==> config.mk <==
export PLATFORM = sky130hd
export DESIGN_NAME = nca_cell
export DESIGN_NICKNAME = d
export VERILOG_FILES = /design/src/rtl/core/nca_pkg.sv /design/src/rtl/core/nca_cell.sv
export SDC_FILE = /design/constraint.sdc
export NUM_CORES = 2
export LEC_CHECK = 0
export BUFFER_PORTS_ARGS = -buffer_cell sky130_fd_sc_hd__clkbuf_2
export CORE_MARGIN = 4
export CORE_UTILIZATION = 26
export CTS_CLUSTER_DIAMETER = 30
export CTS_CLUSTER_SIZE = 12
export DETAILED_ROUTE_END_ITERATION = 8
export PLACE_DENSITY_LB_ADDON = 0.1
export SYNTH_ARGS = -nofsm -noshare
export SYNTH_HDL_FRONTEND = slang
export SYNTH_SLANG_ARGS = --single-unit
==> constraint.sdc <==
create_clock -name clk -period 8.45 [get_ports clk]
set_clock_uncertainty 0.1 [all_clocks]
set_input_delay 1.69 -clock clk [delete_from_list [all_inputs] [get_ports clk]]
set_output_delay 1.69 -clock clk [all_outputs]
set_load 0.01 [all_outputs]
==> src/rtl/core/nca_pkg.sv <==
// Shared types and constants for the nearest-centre assignment block.
package nca_pkg;

	// Default sizes handed to the top level.
	localparam int MAX_CENTERS_DEF = 64;
	localparam int MAX_DIMS_DEF    = 64;
	localparam int COORD_BITS_DEF  = 16;

	// Fixed field widths of the ports.
	localparam int SLOT_W    = 6;
	localparam int DIM_W     = 6;
	localparam int COORD_W   = 16;
	localparam int LABEL_W   = 6;
	localparam int CFG_W     = 7;
	localparam int CFG_IDX_W = 1;
	localparam int ACC_W     = 39;
	localparam int DIST_W    = 38;

	// Saturation limits of the accumulators and of the reported distance.
	localparam logic [ACC_W-1:0]  ACC_MAX  = {ACC_W{1'b1}};
	localparam logic [DIST_W-1:0] DIST_MAX = {DIST_W{1'b1}};

	// Configuration register indexes.
	localparam logic [CFG_IDX_W-1:0] REG_NUM_CENTERS = 1'd0;
	localparam logic [CFG_IDX_W-1:0] REG_NUM_DIMS    = 1'd1;

	// Request kinds.
	typedef enum logic [0:0] {
		CMD_LOAD  = 1'b0,
		CMD_QUERY = 1'b1
	} nca_cmd_t;

	// One request as it travels along the chain of cells, with the running best.
	typedef struct packed {
		nca_cmd_t            kind;
		logic                first;
		logic                last;
		logic [SLOT_W-1:0]   slot;
		logic [DIM_W-1:0]    dim;
		logic [COORD_W-1:0]  coord;
		logic [ACC_W-1:0]    best;
		logic [LABEL_W-1:0]  label;
	} nca_tok_t;

endpackage

==> src/rtl/core/nca_cell.sv <==
// One cell of the chain: a centre's coordinates, its running distance and a best-so-far compare.
module nca_cell #(
	parameter int CELL_IDX   = 0,
	parameter int MAX_DIMS   = nca_pkg::MAX_DIMS_DEF,
	parameter int COORD_BITS = nca_pkg::COORD_BITS_DEF
) (
	input  logic             clk,
	input  logic             arst_n,
	input  logic             adv,
	input  logic             active,
	input  logic             vld_i,
	input  nca_pkg::nca_tok_t tok_i,
	output logic             vld_o,
	output nca_pkg::nca_tok_t tok_o
);

	localparam int AW    = (MAX_DIMS > 1) ? $clog2(MAX_DIMS) : 1;
	localparam int DW    = COORD_BITS + 1;
	localparam int SQ_W  = 2 * DW;
	localparam int SUM_W = ((SQ_W > nca_pkg::ACC_W) ? SQ_W : nca_pkg::ACC_W) + 1;

	logic [COORD_BITS-1:0] mem [MAX_DIMS];

	logic [AW+nca_pkg::DIM_W-1:0]          dim_wide;
	logic [AW-1:0]                         addr;
	logic [COORD_BITS+nca_pkg::COORD_W-1:0] cin_wide;
	logic [COORD_BITS+nca_pkg::COORD_W-1:0] q_wide;
	logic [COORD_BITS-1:0]                 q_val;

	logic                  vld_s1;
	nca_pkg::nca_tok_t     tok_s1;
	logic [COORD_BITS-1:0] rd_s1;

	logic signed [DW-1:0]  diff;
	logic [DW-1:0]         mag;

	logic                  vld_s2;
	nca_pkg::nca_tok_t     tok_s2;
	logic [SQ_W-1:0]       sq_s2;

	logic [nca_pkg::ACC_W-1:0] acc_q;
	logic [nca_pkg::ACC_W-1:0] base;
	logic [SUM_W-1:0]          sum;
	logic [nca_pkg::ACC_W-1:0] new_acc;
	logic                      is_query_s2;

	// Address and coordinate taken from the incoming request.
	assign dim_wide = {{AW{1'b0}}, tok_i.dim};
	assign addr     = dim_wide[AW-1:0];
	assign cin_wide = {{COORD_BITS{1'b0}}, tok_i.coord};

	// Coordinate store of this centre, written by loads aimed at it, read by every request.
	always_ff @(posedge clk) begin
		if (adv) begin
			rd_s1  <= mem[addr];
			tok_s1 <= tok_i;
			if (vld_i && tok_i.kind == nca_pkg::CMD_LOAD && 32'(tok_i.slot) == CELL_IDX) begin
				mem[addr] <= cin_wide[COORD_BITS-1:0];
			end
		end
	end

	// Squared difference between query and centre coordinate.
	assign q_wide = {{COORD_BITS{1'b0}}, tok_s1.coord};
	assign q_val  = q_wide[COORD_BITS-1:0];
	assign diff   = $signed({q_val[COORD_BITS-1], q_val}) - $signed({rd_s1[COORD_BITS-1], rd_s1});
	assign mag    = diff[DW-1] ? DW'(-diff) : DW'(diff);

	always_ff @(posedge clk) begin
		if (adv) begin
			tok_s2 <= tok_s1;
			sq_s2  <= mag * mag;
		end
	end

	// Valid bits of the two stages.
	always_ff @(posedge clk or negedge arst_n) begin
		if (!arst_n) begin
			vld_s1 <= 1'b0;
			vld_s2 <= 1'b0;
		end else if (adv) begin
			vld_s1 <= vld_i;
			vld_s2 <= vld_s1;
		end
	end

	// Saturating accumulation; a first coordinate restarts the sum.
	// A centre outside the count in use keeps its running distance untouched.
	assign is_query_s2 = vld_s2 && tok_s2.kind == nca_pkg::CMD_QUERY;
	assign base        = tok_s2.first ? '0 : acc_q;
	assign sum         = SUM_W'(base) + SUM_W'(sq_s2);
	assign new_acc     = (sum > SUM_W'(nca_pkg::ACC_MAX)) ? nca_pkg::ACC_MAX
	                                                      : sum[nca_pkg::ACC_W-1:0];

	always_ff @(posedge clk or negedge arst_n) begin
		if (!arst_n) begin
			acc_q <= '0;
		end else if (adv && is_query_s2 && active) begin
			acc_q <= new_acc;
		end
	end

	// A strictly smaller distance takes over, so the lower index keeps a tie.
	always_comb begin
		tok_o = tok_s2;
		if (active && is_query_s2 && new_acc < tok_s2.best) begin
			tok_o.best  = new_acc;
			tok_o.label = nca_pkg::LABEL_W'(CELL_IDX);
		end
	end

	assign vld_o = vld_s2;

endmodule

==> results.txt <==
Time the final worst path needs with I/O delays and setup: 8.677 ns
Nets: 5218
First-pass detailed-route iteration total: 5
Synth async-reset ratio: 3.239%
Register area: 37810 µm²
Number of input and output port buffers inserted: 157
Boundary Pins: 158
Worst Setup Slack, final: -0.2271 ns
Combined global-route utilization of all metal layers: 16.93%
Required time reported for the critical path endpoint: 8.92 ns
Max Fanout on Critical Path: 7
Met1 Track Usage GR: 21.79%
Via count: 37010
CTS tree: built
Cell with the largest stage delay on the worst path: fa_1
Row cnt: 172
YS warnings: 0
GR Layer Usage met3: 3.213%
Most common cell on crit path: fa_1
Max-capacitance violation count: 0
Top cells by count, synth: 1225 x edfxtp_1, 343 x a22oi_1, 337 x inv_1
Worst skew pair latency: 0.90 ns
Proportion of layout cells with a drive suffix above 1: 29.81%
Pin count of the biggest net entering global routing: 84
Period utilization: 102.7%
Total of endpoints with negative setup slack in the final report: 8
Footprint of the multi-input gates: 19340 µm²
Layer carrying the most global-route usage: met2
Final routed DRC violation total: 0
Synthesized cell area: 57750 µm²
Total of fill cells in the finished design: 21430
Count of routing violations after the opening detailed-route iteration: 2295
Global-route wire length before repair: 283.9 mm
Cell with the most instances after synthesis: edfxtp_1
Aggregate routed wire length: 197.5 mm
H-tree levels: 5
Clock Sinks: 1266
Initial core utilization: 26.20%
Via count of the first global-routing pass: 39430
Number of buffers on the longest clock path: 4
Violations in the final reports: setup timing
Primary flip-flop cell chosen by synthesis mapping: edfxtp_1
Path type of the worst min-delay path: flip-flop to flip-flop
Number of distinct library cell variants in the gate-level netlist after synthesis: 83
Die width: 479.3 µm
Synthesis-to-finish area growth: 35.26%
Slew Limit Headroom: 16.19%
Element type at the critical path start: flip-flop
Global placement routability congestion: 0.7939
Crit path capture type: flip-flop
Transition time at the pin with the least slew margin: 1.256 ns
Cell taking the most area after synthesis: edfxtp_1
Post-layout util: 35.44%
Clock root buffer master: clkbuf_16
Number of buffers added by the clock tree synthesis step: 346
Final hold violation count: 0
Vias per std cell: 4.644
Biggest area contributors in the synthesized netlist: edfxtp_1 64%, fa_1 6.7%, a22oi_1 4.5%
Arr. time, crit path: 9.14 ns
Clock slew at reported path FFs: 0.04 ns
Post-synthesis average cell area: 14.59 µm²
Number of enable-type register cells in the synthesized netlist: 1225
Die Footprint: 229700 µm²
Synthesized flop and latch total: 1266
Number of cells produced by synthesis: 3959
Floorplan Core Area: 220400 µm²
Maximum cell stage delay along the critical path: 0.51 ns
Status: complete, but fails checks
Post-synthesis sequential area ratio: 65.48%
Average routed wire per standard cell: 24.78 µm
Upper clock frequency limit: 0.1152 GHz
Antenna-violating nets left: 0
RSZ-0062 raised after global routing: true
Hold buffer count at CTS: 0
Portion of synthesized cell area occupied by the leading cell type: 63.70%
Overflow left after global routing: 0
Antenna violations before repair: 3
Half-perimeter wire length after placement: 121.5 mm
Setup CP Type: flip-flop to flip-flop
Met2 Use GR: 28.31%
Vertical extent of the die: 479.3 µm
Fin. max-slew vios: 0
-- logic make-up after synthesis --
logic type,after synthesis,synth area share [%]
XOR/XNOR,97,1.471
flip-flops,1266,65.48
adder cells (fa/ha/maj),386,10.89
AO/OA/AOI/OAI,962,11.89
AND/OR/NAND/NOR,641,5.467
multiplexers,49,0.9534
buffers and inverters,556,3.839
other,2,0.01301
-- path summary, 6_finish.rpt --
check,start,to,slack [ns],cells past startpoint
worst min register to register,tok_s1[75],tok_o[75],0.28,0
max in group asynchronous,arst_n,acc_q[15],6.90,2
min in group asynchronous,arst_n,acc_q[3],0.82,2
worst max register to register,q_val[0],sq_s2[32],-0.23,35
worst max-delay path,q_val[0],sq_s2[32],-0.23,35
worst min-delay path,tok_s1[75],tok_o[75],0.28,0
-- state kept, by name, indices dropped and copies added, names as in the netlist --
signal,flops
mem,1024
tok_s1,60
tok_s2,45
acc_q,39
sq_s2,33
tok_o,31
q_val,16
rd_s1,16
vld_o,1
vld_s1,1
-- cells in the final DEF, fill, tap and decap left out, drive strengths merged, types with 65 or more instances in the layout --
cell type,n
a21oi,135
a22o,86
edfxtp,1225
fa,194
a22oi,343
a221oi,89
nand2,150
inv,348
clkbuf,562
nand4,74
o21ai,86
clkinv,137
ha,192
buf,491
nor2,199
a31oi,90
xnor2,65
-- final cells by class --
type                    instances  share of cell area (%)
repair buffers                648                   6.476
multi-input cells            2147                   24.77
well taps                    2958                   4.738
inverters                     342                   1.648
clock inverters               194                   2.371
diodes                          6                 0.01922
flip-flops and latches       1266                   48.41
clock buffers                 408                   11.57
-- per-layer routing --
| metal | up-vias | wire length [µm] |
|---|---|---|
| met5 | - | 0 |
| met4 | 0 | 7024 |
| met3 | 344 | 8758 |
| met2 | 897 | 95310 |
| met1 | 18990 | 86410 |
| li1 | 16770 | - |
-- through the flow --
step,worst slack [ns],std cells,hold slack (ns),cell area [µm²],TNS (ns)
final,-0.2271,7969,0.2842,78110,-0.9001
after global routing,-0.5393,7964,0.3036,78100,-4.452
after CTS,-0.2518,7932,0.2828,77330,-1.177
after floorplan,-0.05843,3969,0.3003,57900,-0.05843
after detailed placement,-0.4705,7251,0.3045,64730,-2.596
after global placement,-0.4235,7251,0.3002,64730,-1.560
-- worst max-delay path: cells and delay by family (launching register included) --
family / cells / cell delay (ns)
xor+xnor: 1 / 0.13
flops: 1 / 0.33
compound gates: 6 / 1.16
buf+inv: 8 / 0.93
fa+ha+maj: 9 / 3.73
simple gates: 11 / 1.96
-- timing repair --
item / in CTS / in global routing
endpoints found under the setup margin: 58 / 62
pin swaps: 83 / 75
gates resized for setup: 209 / 118
setup buffers: 74 / 33
cloned: 7 / 0
Power is left out: the tool's default activity adds up to more than one toggle a clock period on the data nets, which glitch-free logic cannot reach.
